`src/design/pbrq_pkg.sv`:
```
`default_nettype none
package pbrq_pkg;
   localparam int TASK_W = 6;
   localparam int PRIO_W = 5;
   localparam int OPCODE_W = 3;
   localparam int STATUS_W = 2;

   localparam logic [OPCODE_W-1:0] OP_WAKE    = 3'd0;
   localparam logic [OPCODE_W-1:0] OP_BLOCK   = 3'd1;
   localparam logic [OPCODE_W-1:0] OP_SUSPEND = 3'd2;
   localparam logic [OPCODE_W-1:0] OP_RESUME  = 3'd3;
   localparam logic [OPCODE_W-1:0] OP_CREATE  = 3'd4;
   localparam logic [OPCODE_W-1:0] OP_CHPRIO  = 3'd5;
   localparam logic [OPCODE_W-1:0] OP_SWITCH  = 3'd6;

   localparam logic [STATUS_W-1:0] ST_OK       = 2'd0;
   localparam logic [STATUS_W-1:0] ST_IDLE_REF = 2'd1;
   localparam logic [STATUS_W-1:0] ST_RANGE    = 2'd2;

   localparam logic [1:0] REG_IDLE_TASK = 2'd0;
endpackage
`default_nettype wire

```
`src/design/pbrq_req_if.sv`:
```
`default_nettype none
interface pbrq_req_if;
   logic       valid;
   logic       ready;
   logic [2:0] opcode;
   logic [5:0] task_id;
   logic [4:0] new_priority;
   modport source (output valid, opcode, task_id, new_priority, input ready);
   modport sink (input valid, opcode, task_id, new_priority, output ready);
endinterface
`default_nettype wire

```
`src/design/pbrq_rsp_if.sv`:
```
`default_nettype none
interface pbrq_rsp_if;
   logic       valid;
   logic       ready;
   logic [5:0] running_task;
   logic       resched_hint;
   logic [1:0] status;
   modport source (output valid, running_task, resched_hint, status, input ready);
   modport sink (input valid, running_task, resched_hint, status, output ready);
endinterface
`default_nettype wire

```
`src/design/pbrq_ram.sv`:
```
`default_nettype none
module pbrq_ram #(
   parameter int WIDTH = 8,
   parameter int DEPTH = 64
) (
   input  wire logic                     clock,
   input  wire logic                     we,
   input  wire logic [$clog2(DEPTH)-1:0] waddr,
   input  wire logic [WIDTH-1:0]         wdata,
   input  wire logic [$clog2(DEPTH)-1:0] raddr,
   output logic [WIDTH-1:0]              rdata
);
   logic [WIDTH-1:0] mem [DEPTH];
   always_ff @(posedge clock) begin
      if (we) mem[waddr] <= wdata;
      rdata <= mem[raddr];
   end
endmodule
`default_nettype wire

```
`src/design/priority_bitmap_run_queue.sv`:
```
`default_nettype none
// Channel   Direction  Payload
// req       in         opcode, task_id, new_priority
// rsp       out        running_task, resched_hint, status
// csr       in/out     APB register idle_task at byte address 0
//
// A sequencer walks the task and level memories, one synchronous read and one write
// per memory per cycle. A flags-only command goes from decode straight to the result
// step; an unlink passes S_UNL1 and S_UNL2, a link S_ENQ and S_ENQ2, and a switch scans
// the bitmap in S_SCAN, testing one level per cycle, then reads the head in S_SW/S_SW2.
// The next item is taken in the cycle after the result is registered.
// A result held by the receiver lets one more item in, which then waits in its last step.
// After reset a clearing pass over the TASK_SLOTS slots zeroes the task flags and
// priority memory, task 0 aside; no item is accepted during it, register writes are.
module priority_bitmap_run_queue
   import pbrq_pkg::*;
#(
   parameter int TASK_SLOTS = 64,
   parameter int PRIORITY_LEVELS = 32
) (
   input  wire logic   clock,
   input  wire logic   reset,
   pbrq_req_if.sink    req,
   pbrq_rsp_if.source  rsp,
   input  wire logic   csr_psel,
   input  wire logic   csr_penable,
   input  wire logic   csr_pwrite,
   input  wire logic [2:0]  csr_paddr,
   input  wire logic [31:0] csr_pwdata,
   output logic [31:0] csr_prdata,
   output logic        csr_pready
);
   localparam int TW = $clog2(TASK_SLOTS);
   localparam int LW = $clog2(PRIORITY_LEVELS);
   localparam int TWP = TW + 1;
   localparam logic [LW-1:0] IDLE_LVL = LW'(PRIORITY_LEVELS - 1);
   localparam int FLAG_Q = 0;
   localparam int FLAG_W = 1;
   localparam int FLAG_S = 2;

   // Task ids are folded into the slot range by a small constant table.
   function automatic logic [TW-1:0] slot_of(input logic [TASK_W-1:0] id);
      logic [TW-1:0] r;
      r = '0;
      for (int i = 0; i < (1 << TASK_W); i++) begin
         if (id == TASK_W'(i)) r = TW'(i % TASK_SLOTS);
      end
      return r;
   endfunction

   typedef enum logic [11:0] {
      S_CLEAR = 12'b000000000001,
      S_IDLE  = 12'b000000000010,
      S_RD    = 12'b000000000100,
      S_DEC   = 12'b000000001000,
      S_UNL1  = 12'b000000010000,
      S_UNL2  = 12'b000000100000,
      S_ENQ   = 12'b000001000000,
      S_ENQ2  = 12'b000010000000,
      S_SCAN  = 12'b000100000000,
      S_SW    = 12'b001000000000,
      S_SW2   = 12'b010000000000,
      S_DONE  = 12'b100000000000
   } state_type;

   // The task memories have separate write ports and may be written together at different addresses.
   state_type state_ff, state_in;
   logic [TWP-1:0] clr_ff, clr_in;
   logic [TASK_W-1:0] idle_ff;
   logic [OPCODE_W-1:0] op_ff, op_in;
   logic [TW-1:0] t_ff, t_in;
   logic [PRIO_W-1:0] np_ff, np_in;
   logic [TW-1:0] cur_ff, cur_in;
   logic resched_ff, resched_in;
   logic [PRIORITY_LEVELS-1:0] bits_ff, bits_in;
   logic [STATUS_W-1:0] st_ff, st_in;
   logic [2:0] fl_ff, fl_in;
   logic [LW-1:0] pr_ff, pr_in, newl_ff, newl_in;
   logic [LW-1:0] curpr_ff, curpr_in;
   logic [TW-1:0] n_ff, n_in, p_ff, p_in;
   logic enq_after_ff, enq_after_in;
   logic [LW-1:0] scan_ff, scan_in;
   logic ovalid_ff, ovalid_in;
   logic [TW-1:0] orun_ff, orun_in;
   logic ores_ff, ores_in;
   logic [STATUS_W-1:0] ost_ff, ost_in;

   // memories
   logic f_we; logic [TW-1:0] f_wa, f_ra; logic [2:0] f_wd, f_rd;
   logic pm_we; logic [TW-1:0] pm_wa, pm_ra; logic [LW-1:0] pm_wd, pm_rd;
   logic nx_we; logic [TW-1:0] nx_wa, nx_ra, nx_wd, nx_rd;
   logic pv_we; logic [TW-1:0] pv_wa, pv_ra, pv_wd, pv_rd;
   logic hd_we; logic [LW-1:0] hd_wa, hd_ra; logic [TW-1:0] hd_wd, hd_rd;
   logic tl_we; logic [LW-1:0] tl_wa, tl_ra; logic [TW-1:0] tl_wd, tl_rd;

   pbrq_ram #(.WIDTH(3), .DEPTH(TASK_SLOTS)) u_flags (.clock, .we(f_we), .waddr(f_wa),
      .wdata(f_wd), .raddr(f_ra), .rdata(f_rd));
   pbrq_ram #(.WIDTH(LW), .DEPTH(TASK_SLOTS)) u_prio (.clock, .we(pm_we), .waddr(pm_wa),
      .wdata(pm_wd), .raddr(pm_ra), .rdata(pm_rd));
   pbrq_ram #(.WIDTH(TW), .DEPTH(TASK_SLOTS)) u_next (.clock, .we(nx_we), .waddr(nx_wa),
      .wdata(nx_wd), .raddr(nx_ra), .rdata(nx_rd));
   pbrq_ram #(.WIDTH(TW), .DEPTH(TASK_SLOTS)) u_prev (.clock, .we(pv_we), .waddr(pv_wa),
      .wdata(pv_wd), .raddr(pv_ra), .rdata(pv_rd));
   pbrq_ram #(.WIDTH(TW), .DEPTH(PRIORITY_LEVELS)) u_head (.clock, .we(hd_we),
      .waddr(hd_wa), .wdata(hd_wd), .raddr(hd_ra), .rdata(hd_rd));
   pbrq_ram #(.WIDTH(TW), .DEPTH(PRIORITY_LEVELS)) u_tail (.clock, .we(tl_we),
      .waddr(tl_wa), .wdata(tl_wd), .raddr(tl_ra), .rdata(tl_rd));

   logic [TW-1:0] idle_t, tid_slot;
   logic req_fire, rsp_fire, head_hit, tail_hit;

   assign tid_slot = slot_of(req.task_id);
   assign idle_t = slot_of(idle_ff);
   // The result register parts the two sides: a new transfer may start while the
   // previous result still waits, and the sequencer holds in its last step instead.
   assign req.ready = (state_ff == S_IDLE);
   assign req_fire = req.valid && req.ready;
   assign rsp_fire = rsp.valid && rsp.ready;
   assign rsp.valid = ovalid_ff;
   assign rsp.running_task = TASK_W'(orun_ff);
   assign rsp.resched_hint = ores_ff;
   assign rsp.status = ost_ff;
   assign csr_pready = 1'b1;
   assign csr_prdata = {{(32-TASK_W){1'b0}}, idle_ff};
   assign head_hit = (hd_rd == t_ff);
   assign tail_hit = (tl_rd == t_ff);

   always_ff @(posedge clock) begin
      if (reset) begin
         idle_ff <= '0;
      end else if (csr_psel && csr_penable && csr_pwrite && csr_paddr[2] == 1'b0
                   && csr_paddr[1:0] == 2'b00) begin
         idle_ff <= csr_pwdata[TASK_W-1:0];
      end
   end

   always_comb begin
      state_in = state_ff; clr_in = clr_ff; op_in = op_ff; t_in = t_ff; np_in = np_ff;
      cur_in = cur_ff; resched_in = resched_ff; bits_in = bits_ff; st_in = st_ff;
      fl_in = fl_ff; pr_in = pr_ff; newl_in = newl_ff; curpr_in = curpr_ff;
      n_in = n_ff; p_in = p_ff; enq_after_in = enq_after_ff; scan_in = scan_ff;
      ovalid_in = ovalid_ff && !rsp_fire; orun_in = orun_ff; ores_in = ores_ff;
      ost_in = ost_ff;
      f_we = 1'b0; f_wa = t_ff; f_wd = fl_ff; f_ra = t_ff;
      pm_we = 1'b0; pm_wa = t_ff; pm_wd = newl_ff; pm_ra = t_ff;
      nx_we = 1'b0; nx_wa = t_ff; nx_wd = t_ff; nx_ra = t_ff;
      pv_we = 1'b0; pv_wa = t_ff; pv_wd = t_ff; pv_ra = t_ff;
      hd_we = 1'b0; hd_wa = pr_ff; hd_wd = t_ff; hd_ra = pr_ff;
      tl_we = 1'b0; tl_wa = pr_ff; tl_wd = t_ff; tl_ra = pr_ff;
      case (state_ff)
         S_CLEAR: begin
            // Task 0 starts queued at the idle level, the rest zero.
            f_we = 1'b1; f_wa = clr_ff[TW-1:0];
            f_wd = (clr_ff == '0) ? 3'b001 : 3'b000;
            pm_we = 1'b1; pm_wa = clr_ff[TW-1:0];
            pm_wd = (clr_ff == '0) ? IDLE_LVL : '0;
            hd_we = 1'b1; hd_wa = IDLE_LVL; hd_wd = '0;
            tl_we = 1'b1; tl_wa = IDLE_LVL; tl_wd = '0;
            nx_we = 1'b1; nx_wa = '0; nx_wd = '0;
            pv_we = 1'b1; pv_wa = '0; pv_wd = '0;
            clr_in = clr_ff + 1'b1;
            if (clr_ff == TWP'(TASK_SLOTS - 1)) state_in = S_IDLE;
         end
         S_IDLE: begin
            f_ra = tid_slot; pm_ra = tid_slot;
            if (req_fire) begin
               op_in = req.opcode; t_in = tid_slot; np_in = req.new_priority;
               newl_in = (PRIORITY_LEVELS <= (1 << PRIO_W) &&
                          32'(req.new_priority) >= PRIORITY_LEVELS) ? IDLE_LVL
                         : LW'(req.new_priority);
               st_in = ST_OK;
               state_in = S_RD;
            end
            pm_wa = cur_ff;
         end
         S_RD: begin
            // Memory reads of the task are valid now; also fetch current task level.
            fl_in = f_rd; pr_in = pm_rd;
            pm_ra = cur_ff;
            hd_ra = pm_rd; tl_ra = pm_rd;
            nx_ra = t_ff; pv_ra = t_ff;
            scan_in = '0;
            state_in = S_DEC;
         end
         S_DEC: begin
            curpr_in = pm_rd;
            n_in = nx_rd; p_in = pv_rd;
            hd_ra = pr_ff; tl_ra = pr_ff;
            enq_after_in = 1'b0;
            state_in = S_DONE;
            case (op_ff)
               OP_WAKE, OP_RESUME: begin
                  if ((op_ff == OP_WAKE) ? fl_ff[FLAG_S] : fl_ff[FLAG_W]) begin
                     fl_in = (op_ff == OP_WAKE) ? (fl_ff & 3'b101) : (fl_ff & 3'b011);
                     f_we = 1'b1; f_wd = fl_in;
                  end else begin
                     newl_in = pr_ff;
                     fl_in = fl_ff & 3'b001;
                     if (fl_ff[FLAG_Q]) begin
                        f_we = 1'b1; f_wd = fl_in;
                     end else begin
                        state_in = S_ENQ;
                     end
                  end
               end
               OP_BLOCK, OP_SUSPEND: begin
                  if (!fl_ff[FLAG_Q]) begin
                     fl_in = fl_ff | ((op_ff == OP_BLOCK) ? 3'b010 : 3'b100);
                     f_we = 1'b1; f_wd = fl_in;
                  end else if (t_ff == idle_t) begin
                     st_in = ST_IDLE_REF;
                  end else begin
                     fl_in = (fl_ff & 3'b110) | ((op_ff == OP_BLOCK) ? 3'b010 : 3'b100);
                     state_in = S_UNL1;
                  end
               end
               OP_CREATE: begin
                  if (32'(np_ff) >= PRIORITY_LEVELS - 1) begin
                     st_in = ST_RANGE;
                  end else if (fl_ff[FLAG_Q] && t_ff == idle_t) begin
                     st_in = ST_IDLE_REF;
                  end else begin
                     enq_after_in = 1'b1;
                     fl_in = '0;
                     state_in = fl_ff[FLAG_Q] ? S_UNL1 : S_ENQ;
                  end
               end
               OP_CHPRIO: begin
                  if (newl_ff != pr_ff) begin
                     if (!fl_ff[FLAG_Q]) begin
                        pm_we = 1'b1; pm_wd = newl_ff;
                     end else if (t_ff == idle_t) begin
                        st_in = ST_IDLE_REF;
                     end else begin
                        enq_after_in = 1'b1;
                        fl_in = fl_ff & 3'b110;
                        state_in = S_UNL1;
                     end
                  end
               end
               OP_SWITCH: begin
                  resched_in = 1'b0;
                  state_in = S_SCAN;
               end
               default: ;
            endcase
         end
         S_UNL1: begin
            // hd/tl of the old level are available; patch neighbors.
            if (head_hit && tail_hit) begin
               bits_in[pr_ff] = 1'b0;
            end else begin
               if (head_hit) begin hd_we = 1'b1; hd_wd = n_ff; end
               else begin nx_we = 1'b1; nx_wa = p_ff; nx_wd = n_ff; end
               if (tail_hit) begin tl_we = 1'b1; tl_wd = p_ff; end
               else begin pv_we = 1'b1; pv_wa = n_ff; pv_wd = p_ff; end
            end
            state_in = S_UNL2;
         end
         S_UNL2: begin
            f_we = 1'b1; f_wd = fl_ff;
            if (enq_after_ff) begin
               pm_we = 1'b1; pm_wd = newl_ff;
               pr_in = newl_ff;
               state_in = S_ENQ;
            end else begin
               state_in = S_DONE;
            end
         end
         S_ENQ: begin
            // Read the tail of the target level.
            f_we = 1'b1; f_wd = fl_ff | 3'b001;
            pm_we = 1'b1; pm_wd = newl_ff;
            pr_in = newl_ff;
            tl_ra = newl_ff;
            state_in = S_ENQ2;
         end
         S_ENQ2: begin
            if (bits_ff[pr_ff]) begin
               pv_we = 1'b1; pv_wd = tl_rd;
               nx_we = 1'b1; nx_wa = tl_rd; nx_wd = t_ff;
               tl_we = 1'b1; tl_wd = t_ff;
            end else begin
               hd_we = 1'b1; hd_wd = t_ff;
               tl_we = 1'b1; tl_wd = t_ff;
               pv_we = 1'b1; nx_we = 1'b1;
               bits_in[pr_ff] = 1'b1;
            end
            // A task being re-queued was the current one: compare against its new level.
            if (pr_ff < ((t_ff == cur_ff) ? pr_ff : curpr_ff)) resched_in = 1'b1;
            state_in = S_DONE;
         end
         S_SCAN: begin
            if (bits_ff[scan_ff]) begin
               hd_ra = scan_ff;
               state_in = S_SW;
            end else if (scan_ff == IDLE_LVL) begin
               state_in = S_DONE;
            end else begin
               scan_in = scan_ff + 1'b1;
            end
         end
         S_SW: begin
            hd_ra = scan_ff;
            state_in = S_SW2;
         end
         S_SW2: begin
            hd_ra = scan_ff;
            cur_in = hd_rd;
            state_in = S_DONE;
         end
         S_DONE: begin
            if (!ovalid_ff) begin
               ovalid_in = 1'b1; orun_in = cur_ff; ores_in = resched_ff; ost_in = st_ff;
               state_in = S_IDLE;
            end
         end
         default: state_in = S_IDLE;
      endcase
   end

   always_ff @(posedge clock) begin
      if (reset) begin
         state_ff <= S_CLEAR; clr_ff <= '0; cur_ff <= '0; resched_ff <= 1'b0;
         bits_ff <= PRIORITY_LEVELS'(1) << (PRIORITY_LEVELS - 1);
         ovalid_ff <= 1'b0;
      end else begin
         state_ff <= state_in; clr_ff <= clr_in; cur_ff <= cur_in;
         resched_ff <= resched_in; bits_ff <= bits_in; ovalid_ff <= ovalid_in;
      end
      op_ff <= op_in; t_ff <= t_in; np_ff <= np_in; st_ff <= st_in; fl_ff <= fl_in;
      pr_ff <= pr_in; newl_ff <= newl_in; curpr_ff <= curpr_in; n_ff <= n_in;
      p_ff <= p_in; enq_after_ff <= enq_after_in; scan_ff <= scan_in;
      orun_ff <= orun_in; ores_ff <= ores_in; ost_ff <= ost_in;
   end
endmodule
`default_nettype wire

```
`src/flat_wrapper.sv`:
```
// flat-port wrapper written by rule: the top's interface ports become plain ports
module priority_bitmap_run_queue_flat import pbrq_pkg::*;
#(
   parameter int TASK_SLOTS = 64,
   parameter int PRIORITY_LEVELS = 32
)
  (clock, reset, csr_psel, csr_penable, csr_pwrite, csr_paddr, csr_pwdata, csr_prdata, csr_pready, req_valid, req_opcode, req_task_id, req_new_priority, req_ready, rsp_valid, rsp_running_task, rsp_resched_hint, rsp_status, rsp_ready);
  pbrq_req_if req_i ();
  pbrq_rsp_if rsp_i ();
  input  wire logic clock;
  input  wire logic reset;
  input  wire logic csr_psel;
  input  wire logic csr_penable;
  input  wire logic csr_pwrite;
  input  wire logic [2:0] csr_paddr;
  input  wire logic [31:0] csr_pwdata;
  output logic [31:0] csr_prdata;
  output logic csr_pready;
  input wire logic [$bits(req_i.valid)-1:0] req_valid;
  input wire logic [$bits(req_i.opcode)-1:0] req_opcode;
  input wire logic [$bits(req_i.task_id)-1:0] req_task_id;
  input wire logic [$bits(req_i.new_priority)-1:0] req_new_priority;
  output wire logic [$bits(req_i.ready)-1:0] req_ready;
  output wire logic [$bits(rsp_i.valid)-1:0] rsp_valid;
  output wire logic [$bits(rsp_i.running_task)-1:0] rsp_running_task;
  output wire logic [$bits(rsp_i.resched_hint)-1:0] rsp_resched_hint;
  output wire logic [$bits(rsp_i.status)-1:0] rsp_status;
  input wire logic [$bits(rsp_i.ready)-1:0] rsp_ready;
  assign req_i.valid = req_valid;
  assign req_i.opcode = req_opcode;
  assign req_i.task_id = req_task_id;
  assign req_i.new_priority = req_new_priority;
  assign req_ready = req_i.ready;
  assign rsp_valid = rsp_i.valid;
  assign rsp_running_task = rsp_i.running_task;
  assign rsp_resched_hint = rsp_i.resched_hint;
  assign rsp_status = rsp_i.status;
  assign rsp_i.ready = rsp_ready;
  priority_bitmap_run_queue #(.TASK_SLOTS(TASK_SLOTS), .PRIORITY_LEVELS(PRIORITY_LEVELS)) u_core (.clock(clock), .reset(reset), .req(req_i), .rsp(rsp_i), .csr_psel(csr_psel), .csr_penable(csr_penable), .csr_pwrite(csr_pwrite), .csr_paddr(csr_paddr), .csr_pwdata(csr_pwdata), .csr_prdata(csr_prdata), .csr_pready(csr_pready));
endmodule
```
`config.mk`:
```
export PLATFORM = sky130hd
export DESIGN_NAME = priority_bitmap_run_queue_flat
export DESIGN_NICKNAME = d
export VERILOG_FILES = /design/src/design/pbrq_pkg.sv /design/src/design/pbrq_req_if.sv /design/src/design/pbrq_rsp_if.sv /design/src/design/pbrq_ram.sv /design/src/design/priority_bitmap_run_queue.sv /design/src/flat_wrapper.sv
export SDC_FILE = /design/constraint.sdc
export NUM_CORES = 2
export LEC_CHECK = 0
export BUFFER_PORTS_ARGS = -buffer_cell sky130_fd_sc_hd__buf_2
export CAP_MARGIN = 5
export CELL_PAD_IN_SITES_DETAIL_PLACEMENT = 0
export CELL_PAD_IN_SITES_GLOBAL_PLACEMENT = 1
export CORE_MARGIN = 10
export CORE_UTILIZATION = 49
export CTS_CLUSTER_DIAMETER = 120
export DETAILED_ROUTE_END_ITERATION = 6
export PLACE_DENSITY = 0.83
export RECOVER_POWER = 100
export SYNTH_ARGS = -nofsm -noshare
export SYNTH_HDL_FRONTEND = slang
export SYNTH_SLANG_ARGS = --single-unit
```
`constraint.sdc`:
```
create_clock -name clock -period 5.1 [get_ports clock]
set_clock_uncertainty 0.15 [all_clocks]
set_input_delay 0.51 -clock clock [delete_from_list [all_inputs] [get_ports clock]]
set_output_delay 0.51 -clock clock [all_outputs]
set_load 0.01 [all_outputs]
```
### Word level (Yosys, flattened, before mapping)

Memories as Yosys holds them, arrays and structs flattened. A register that Yosys moved wholly into a read port is not among the register bits.
Index checks and enable logic that the tools add are counted.

* add/sub/neg operators: 2
* $mul: 0
* divide/modulo/power cells: 0
* order comparisons: 5
* equality and inequality tests: 174
* shift-type cells: 0
* muxes and demuxes: 262
* bitwise operators: 7
* reduce and logical (&&, ||, !) cells: 38

Operators with widths (number)
* $mux W6: 109
* $eq A6 B6 Y1 const B: 64
* $eq A6 B5 Y1 const B: 32
* $mux W12: 13
* $mux W5: 27
* $pmux W12 S11: 1
* $eq A6 B4 Y1 const B: 16
* $pmux W6 S2: 6
* $mux W32: 2
* $pmux W32 S2: 1
* $pmux W12 S5: 1
* $eq A6 B3 Y1 const B: 8
* $mux W3: 16
* $mux W1: 44
* $pmux W6 S3: 2
* $and A32 B32 Y32: 1
* $mux W4: 8
* $not A32 Y32: 1
* $or A32 B32 Y32: 1
* $pmux W5 S2: 3
* $pmux W5 S3: 2
* $eq A6 B2 Y1 const B: 4
* $eq A6 B6 Y1: 4
* $ne A2 B2 Y1 const B: 9
* 60 further kinds: 113

* register bits: 126
* bits in latches: 0
* memory bits (writable): 1664
* memory bits (read-only): 0
* input bits: 56
* output and inout bits: 44
* logic and storage cells: 517
* memories kept: 6

Memories
* u_core.u_next.mem: depth 64, bits a word 6, rd ports 1, clocked after Yosys merged registers in 1, wr ports 1, line pbrq_ram.sv:13 `logic [WIDTH-1:0] mem [DEPTH];`
* u_core.u_prev.mem: depth 64, bits a word 6, rd ports 1, clocked after Yosys merged registers in 1, wr ports 1, line pbrq_ram.sv:13
* u_core.u_prio.mem: depth 64, bits a word 5, rd ports 1, clocked after Yosys merged registers in 1, wr ports 1, line pbrq_ram.sv:13
* u_core.u_flags.mem: depth 64, bits a word 3, rd ports 1, clocked after Yosys merged registers in 1, wr ports 1, line pbrq_ram.sv:13
* u_core.u_head.mem: depth 32, bits a word 6, rd ports 1, clocked after Yosys merged registers in 1, wr ports 1, line pbrq_ram.sv:13
* u_core.u_tail.mem: depth 32, bits a word 6, rd ports 1, clocked after Yosys merged registers in 1, wr ports 1, line pbrq_ram.sv:13

### Depth between registers and ports, before layout

* depth after elaboration: 70
* mapped depth: 14
* mapped depth without buffers: 11

### Modules after synthesis

Synthesis repeated with hierarchy kept, for this count alone.

* cells, all modules: 4101
* area, all modules: 74780.5 sq um

Modules (own cells, without submodules)
* pbrq_ram at u_core.u_next ...: instances 2, cells each 720, area each 15225.9 sq um
* pbrq_ram at u_core.u_head ...: instances 2, cells each 323, area each 7589.8 sq um
* pbrq_ram at u_core.u_prio: instances 1, cells each 610, area each 12768.5 sq um
* priority_bitmap_run_queue: instances 1, cells each 973, area each 8465.6 sq um
* pbrq_ram at u_core.u_flags: instances 1, cells each 432, area each 7915.1 sq um

### Worst setup path after synthesis

No wires, ideal clock.

* path type: flip-flop to flip-flop
* start point: reg u_core.t_ff[1], in the netlist u_core.nx_ra[1]
* end point: mem u_core.u_next.mem[0][1] (netlist bit), data pin
* setup time: 0.702 ns
* arrival time: 4.256 ns
* data required time: 4.248 ns
* path slack: -0.008 ns
* stages on the path, launching flop included: 7
* path buffers: 4
* period minus slack after synthesis: 5.108 ns
* path through: edfxtp_1 > clkbuf_1 > clkbuf_1 > clkbuf_1 > clkbuf_1 > nand2_1 > o21ai_0

* cells in the longest elaborated chain, start to end: 4

Ends and longest elaborated chain
* from (decl): line priority_bitmap_run_queue.sv:71 `logic [TW-1:0] t_ff, t_in;`
* from (signal assigned): line priority_bitmap_run_queue.sv:331 `op_ff <= op_in; t_ff <= t_in; np_ff <= np_in; st_ff <= st_in; fl_ff <= fl_in;`
* $eq A6 B6 Y1, on equally long branches: line priority_bitmap_run_queue.sv:125, priority_bitmap_run_queue.sv:126
* $mux W6 or $logic_and A1 B1 Y1 (tied branches): line priority_bitmap_run_queue.sv:253, priority_bitmap_run_queue.sv:250
* $mux W6: line priority_bitmap_run_queue.sv:250 `if (head_hit && tail_hit) begin`
* $pmux W6 S2 (*): line priority_bitmap_run_queue.sv:150 `case (state_ff)`
* net u_core.nx_wd[1]: line priority_bitmap_run_queue.sv:91 `logic nx_we; logic [TW-1:0] nx_wa, nx_ra, nx_wd, nx_rd;`
* to (decl): line pbrq_ram.sv:13

The timed path passes the listed nets; every way through them passes the cells marked *.

### Final worst setup path

* start point: reg u_core.pr_ff[1]
* end point: mem u_core.u_next.mem[29][4] (netlist bit) (enable)

* cells in the longest elaborated chain, start to end: 4

Ends and longest elaborated chain
* from (decl): line priority_bitmap_run_queue.sv:78 `logic [LW-1:0] pr_ff, pr_in, newl_ff, newl_in;`
* from (signal assigned): line priority_bitmap_run_queue.sv:332 `pr_ff <= pr_in; newl_ff <= newl_in; curpr_ff <= curpr_in; n_ff <= n_in;`
* $bmux W1 S5: line priority_bitmap_run_queue.sv:279 `if (bits_ff[pr_ff]) begin`
* $mux W1 (implied by the code): line priority_bitmap_run_queue.sv:279
* $mux W6: line priority_bitmap_run_queue.sv:279
* $pmux W6 S3: line priority_bitmap_run_queue.sv:150

Every way passes these cells. The select of a mux whose other input is x is not followed.

==> metrics.cfg <==
[global_route]
grt_pass1_wl_mm=267
grt_use_total=0.206
pin_count_of_the_biggest_net_entering_global_routing=91
first_global_vias=42200
initial_antenna_violation_count=6
remaining_global_route_overflow=0

[timing]
fmaxAchievable_mhz=207
final_period_demand_of_the_worst_path_ps=4830
tightestPinTransition_ps=2210
total_negative_slack_for_setup_checks_ps=0
drv_slew=229
slew_headroom=-0.476
timing_hold_violations_final=0
setup_viol_count_final=0
rsz0062_at_grt=no
period_share=0.947

[setup_path]
number_of_cells_on_the_critical_path=10
path_class=register to register
reg2reg_setup_slack_ps=270
peak_per_stage_delay_on_the_critical_path_ps=760
cp-end-kind=register
cells_along_the_critical_path=mux4_2, a22oi_1, nand4_1, and2_0, a222oi_1, nor2b_1, nand2_1, clkbuf_1, nor2_1, clkbuf_1
regToRegStartpoint=u_core.pr_ff[1]$_DFFE_PP_
critPathSlowestCell=sky130_fd_sc_hd__edfxtp_1
r2r_end=u_core.u_next.mem[29][4]$_DFFE_PP_
worst-r2r-cell-count=10
critical_path_buf_inv_count=2
critPathArrivalTime_ps=5150
kind_of_cell_with_the_highest_combined_delay_on_the_critical_path=simple AND/OR/NAND/NOR gates
startpoint=u_core.pr_ff[1]$_DFFE_PP_
critical-path-top-cell-by-count=sky130_fd_sc_hd__clkbuf_1
crit_fanout=15
cp-start-kind=register
critical_path_sink=u_core.u_next.mem[29][4]$_DFFE_PP_
worst_path_required_time_ps=5420

[yosys]
synth-edff-count=1725
number_of_distinct_standard_cells_referenced_by_the_synthesized_netlist=92
synth-async-reset-ratio=0
netlist_top_cells_count=sky130_fd_sc_hd__edfxtp_1, sky130_fd_sc_hd__nand2_1, sky130_fd_sc_hd__nor2_1
synth_instances=4686
commonest_register_cell_after_synthesis=sky130_fd_sc_hd__edfxtp_1
postSynthAreaPerCell_um2=15.9
ff_latch_count_synth=1822
top_post_synthesis_cells_by_area=sky130_fd_sc_hd__edfxtp_1, sky130_fd_sc_hd__mux4_2, sky130_fd_sc_hd__nand2_1, sky130_fd_sc_hd__dfxtp_1, sky130_fd_sc_hd__nor2_1
yosysWarningCount=0
post_synthesis_instance_area_um2=74600
synth_most_common_cell=sky130_fd_sc_hd__edfxtp_1
synth-seq-area-share=0.721
synth.top_cell.area_share=0.695
post-synth-top-area-cell=sky130_fd_sc_hd__edfxtp_1

[layout]
final_core_utilization=0.552
post_route_non_filler_standard_cell_count=6984
post_route_cells_drive_above_1_share=0.156
final_nets=4870
final_design_area_no_fill_um2=83700
syn_to_final_growth_pct=12.3
num_antenna_cells=0

[job]
max-cap-violations=6

[cts]
clock_transition_at_path_regs_ps=60
numClockSinks=1822
clock_path_buffers=3
ctsHtreeMaxLevel=4
insertion_delay_ps=830
post_cts_resized=0
clock_tree_from_tritoncts=done
cts_made_buffers=177
clock_tree.root_cell=sky130_fd_sc_hd__clkbuf_16

[route]
wl_per_cell_um=25.3
vias_per_cell=6.03
drt_first_iter_violations=4746
remaining_drc_errors=0
vias=42100
detailed_routing_iterations_pass_1=6
drt-total-wl_mm=176
ant_nets=0

[floorplanning]
dieWidth_um=410
placeableCoreArea_um2=152000
floorplan.die_area_um2=168000
num_io_pins=100
floorplan.initialDensity=0.492
fp.dieH_um=410
floorplan.rows=143

[pwr]
power_leakage_nw=27.3
max-vdd-ir-drop_v=0.000303
power_density_nw_per_um2=393
design_power_total_mw=32.9

[placed_design]
dp.cells=6627
dp.final_hpwl_mm=112
placement.io_buffers=46
place.gp.congestion=0.875
detailed_place.area_um2=77500

[status]
run_status=finished with violations
violations=capacitance limit, slew limit

[worst_hold_path]
min-delay-path-class=input pin to register

cells by family after synthesis:
family          after synthesis  synth area share
buf+inv                     323            0.0199
simple gates               1558            0.0931
mux                         439             0.112
xor+xnor                     37           0.00435
compound gates              497            0.0489
flops                      1822             0.721
other cells                   2          0.000101
fa+ha+maj                     8           0.00134
cell usage in the layout (no fill, tap or decap), types with 24 or more instances in the layout:
cell	synthesis	routed
sky130_fd_sc_hd__a22oi_1	39	38
sky130_fd_sc_hd__bufinv_16	0	28
sky130_fd_sc_hd__o21ai_0	30	27
sky130_fd_sc_hd__mux2i_1	105	105
sky130_fd_sc_hd__mux4_2	311	311
sky130_fd_sc_hd__a311oi_1	74	74
sky130_fd_sc_hd__nor2b_1	29	29
sky130_fd_sc_hd__nor3_1	27	28
sky130_fd_sc_hd__clkinv_2	0	27
sky130_fd_sc_hd__nand2_1	666	665
sky130_fd_sc_hd__a31oi_1	45	45
sky130_fd_sc_hd__clkbuf_16	0	179
sky130_fd_sc_hd__conb_1	2	27
sky130_fd_sc_hd__nor2_1	411	412
sky130_fd_sc_hd__dfxtp_1	97	97
sky130_fd_sc_hd__and2_1	30	24
sky130_fd_sc_hd__and3_1	67	67
sky130_fd_sc_hd__clkbuf_1	151	102
sky130_fd_sc_hd__dlygate4sd3_1	0	28
sky130_fd_sc_hd__nand3_1	229	230
sky130_fd_sc_hd__a21oi_1	82	77
sky130_fd_sc_hd__edfxtp_1	1725	1725
sky130_fd_sc_hd__a211oi_1	102	102
sky130_fd_sc_hd__buf_4	37	70
final cells by class:
cell class / count / area [um2]
well taps: 2030 / 2540
clock inverters: 108 / 1540
clock buffers: 219 / 4710
flip-flops and latches: 1822 / 53700
inverters: 22 / 82.6
fillers: 11600 / 67900
repair buffers: 217 / 1570
multi-input cells: 2566 / 19500
power by group:
| group | switching, mW | internal (mW) | leakage [nW] |
|---|---|---|---|
| Sequential | 0.0688 | 17.2 | 16.6 |
| Combinational | 1.49 | 0.344 | 7.70 |
| Clock | 5.71 | 8.07 | 3.01 |
metal layers:
layer / up-vias / global-route usage / routed length (um)
met5: - / 0.00201 / 57
met4: 4 / 0.0631 / 5010
met3: 307 / 0.0433 / 16000
met2: 1899 / 0.329 / 84600
met1: 21400 / 0.285 / 70800
li1: 18500 / - / -
flip-flops by register name, indices dropped and copies added (netlist names), 7 cells and up, named ones only:
name                cells
u_core.u_prio.mem     320
u_core.u_prev.mem     384
u_core.state_ff        12
u_core.clr_ff           7
u_core.u_next.mem     384
u_core.u_flags.mem    192
u_core.u_tail.mem     192
u_core.u_head.mem     192
stage by stage:
step           hold slack [ps]  setup WS, ps
2_1_floorplan              236          21.7
3_3_place_gp               242           299
3_5_place_dp               245           242
4_1_cts                    116           154
5_1_grt                    166           136
6_report                   194           272
worst min-delay path by stage:
stage / depth (start not counted) / slack [ps] / startpoint / end
after floorplan: 0 / 240 / u_core.u_next.rdata[0]$_DFF_P_ / u_core.n_ff[0]$_DFFE_PP_
after global placement: 0 / 240 / u_core.u_next.rdata[1]$_DFF_P_ / u_core.n_ff[1]$_DFFE_PP_
after detailed placement: 0 / 250 / u_core.u_next.rdata[0]$_DFF_P_ / u_core.n_ff[0]$_DFFE_PP_
after CTS: 2 / 120 / reset / u_core.cur_ff[5]$_SDFFE_PP0P_
after global routing: 2 / 170 / reset / u_core.cur_ff[4]$_SDFFE_PP0P_
final: 2 / 190 / reset / u_core.cur_ff[5]$_SDFFE_PP0P_
repair_timing:
| item | 4_1_cts | 5_1_grt |
|---|---|---|
| hold endpoints to repair | 28 | 0 |
| hold buffers | 28 | 0 |
| endpoints found under the setup margin | 0 | 58 |
| setup buffers | 0 | 2 |
Power figures use the tool's default switching activity.
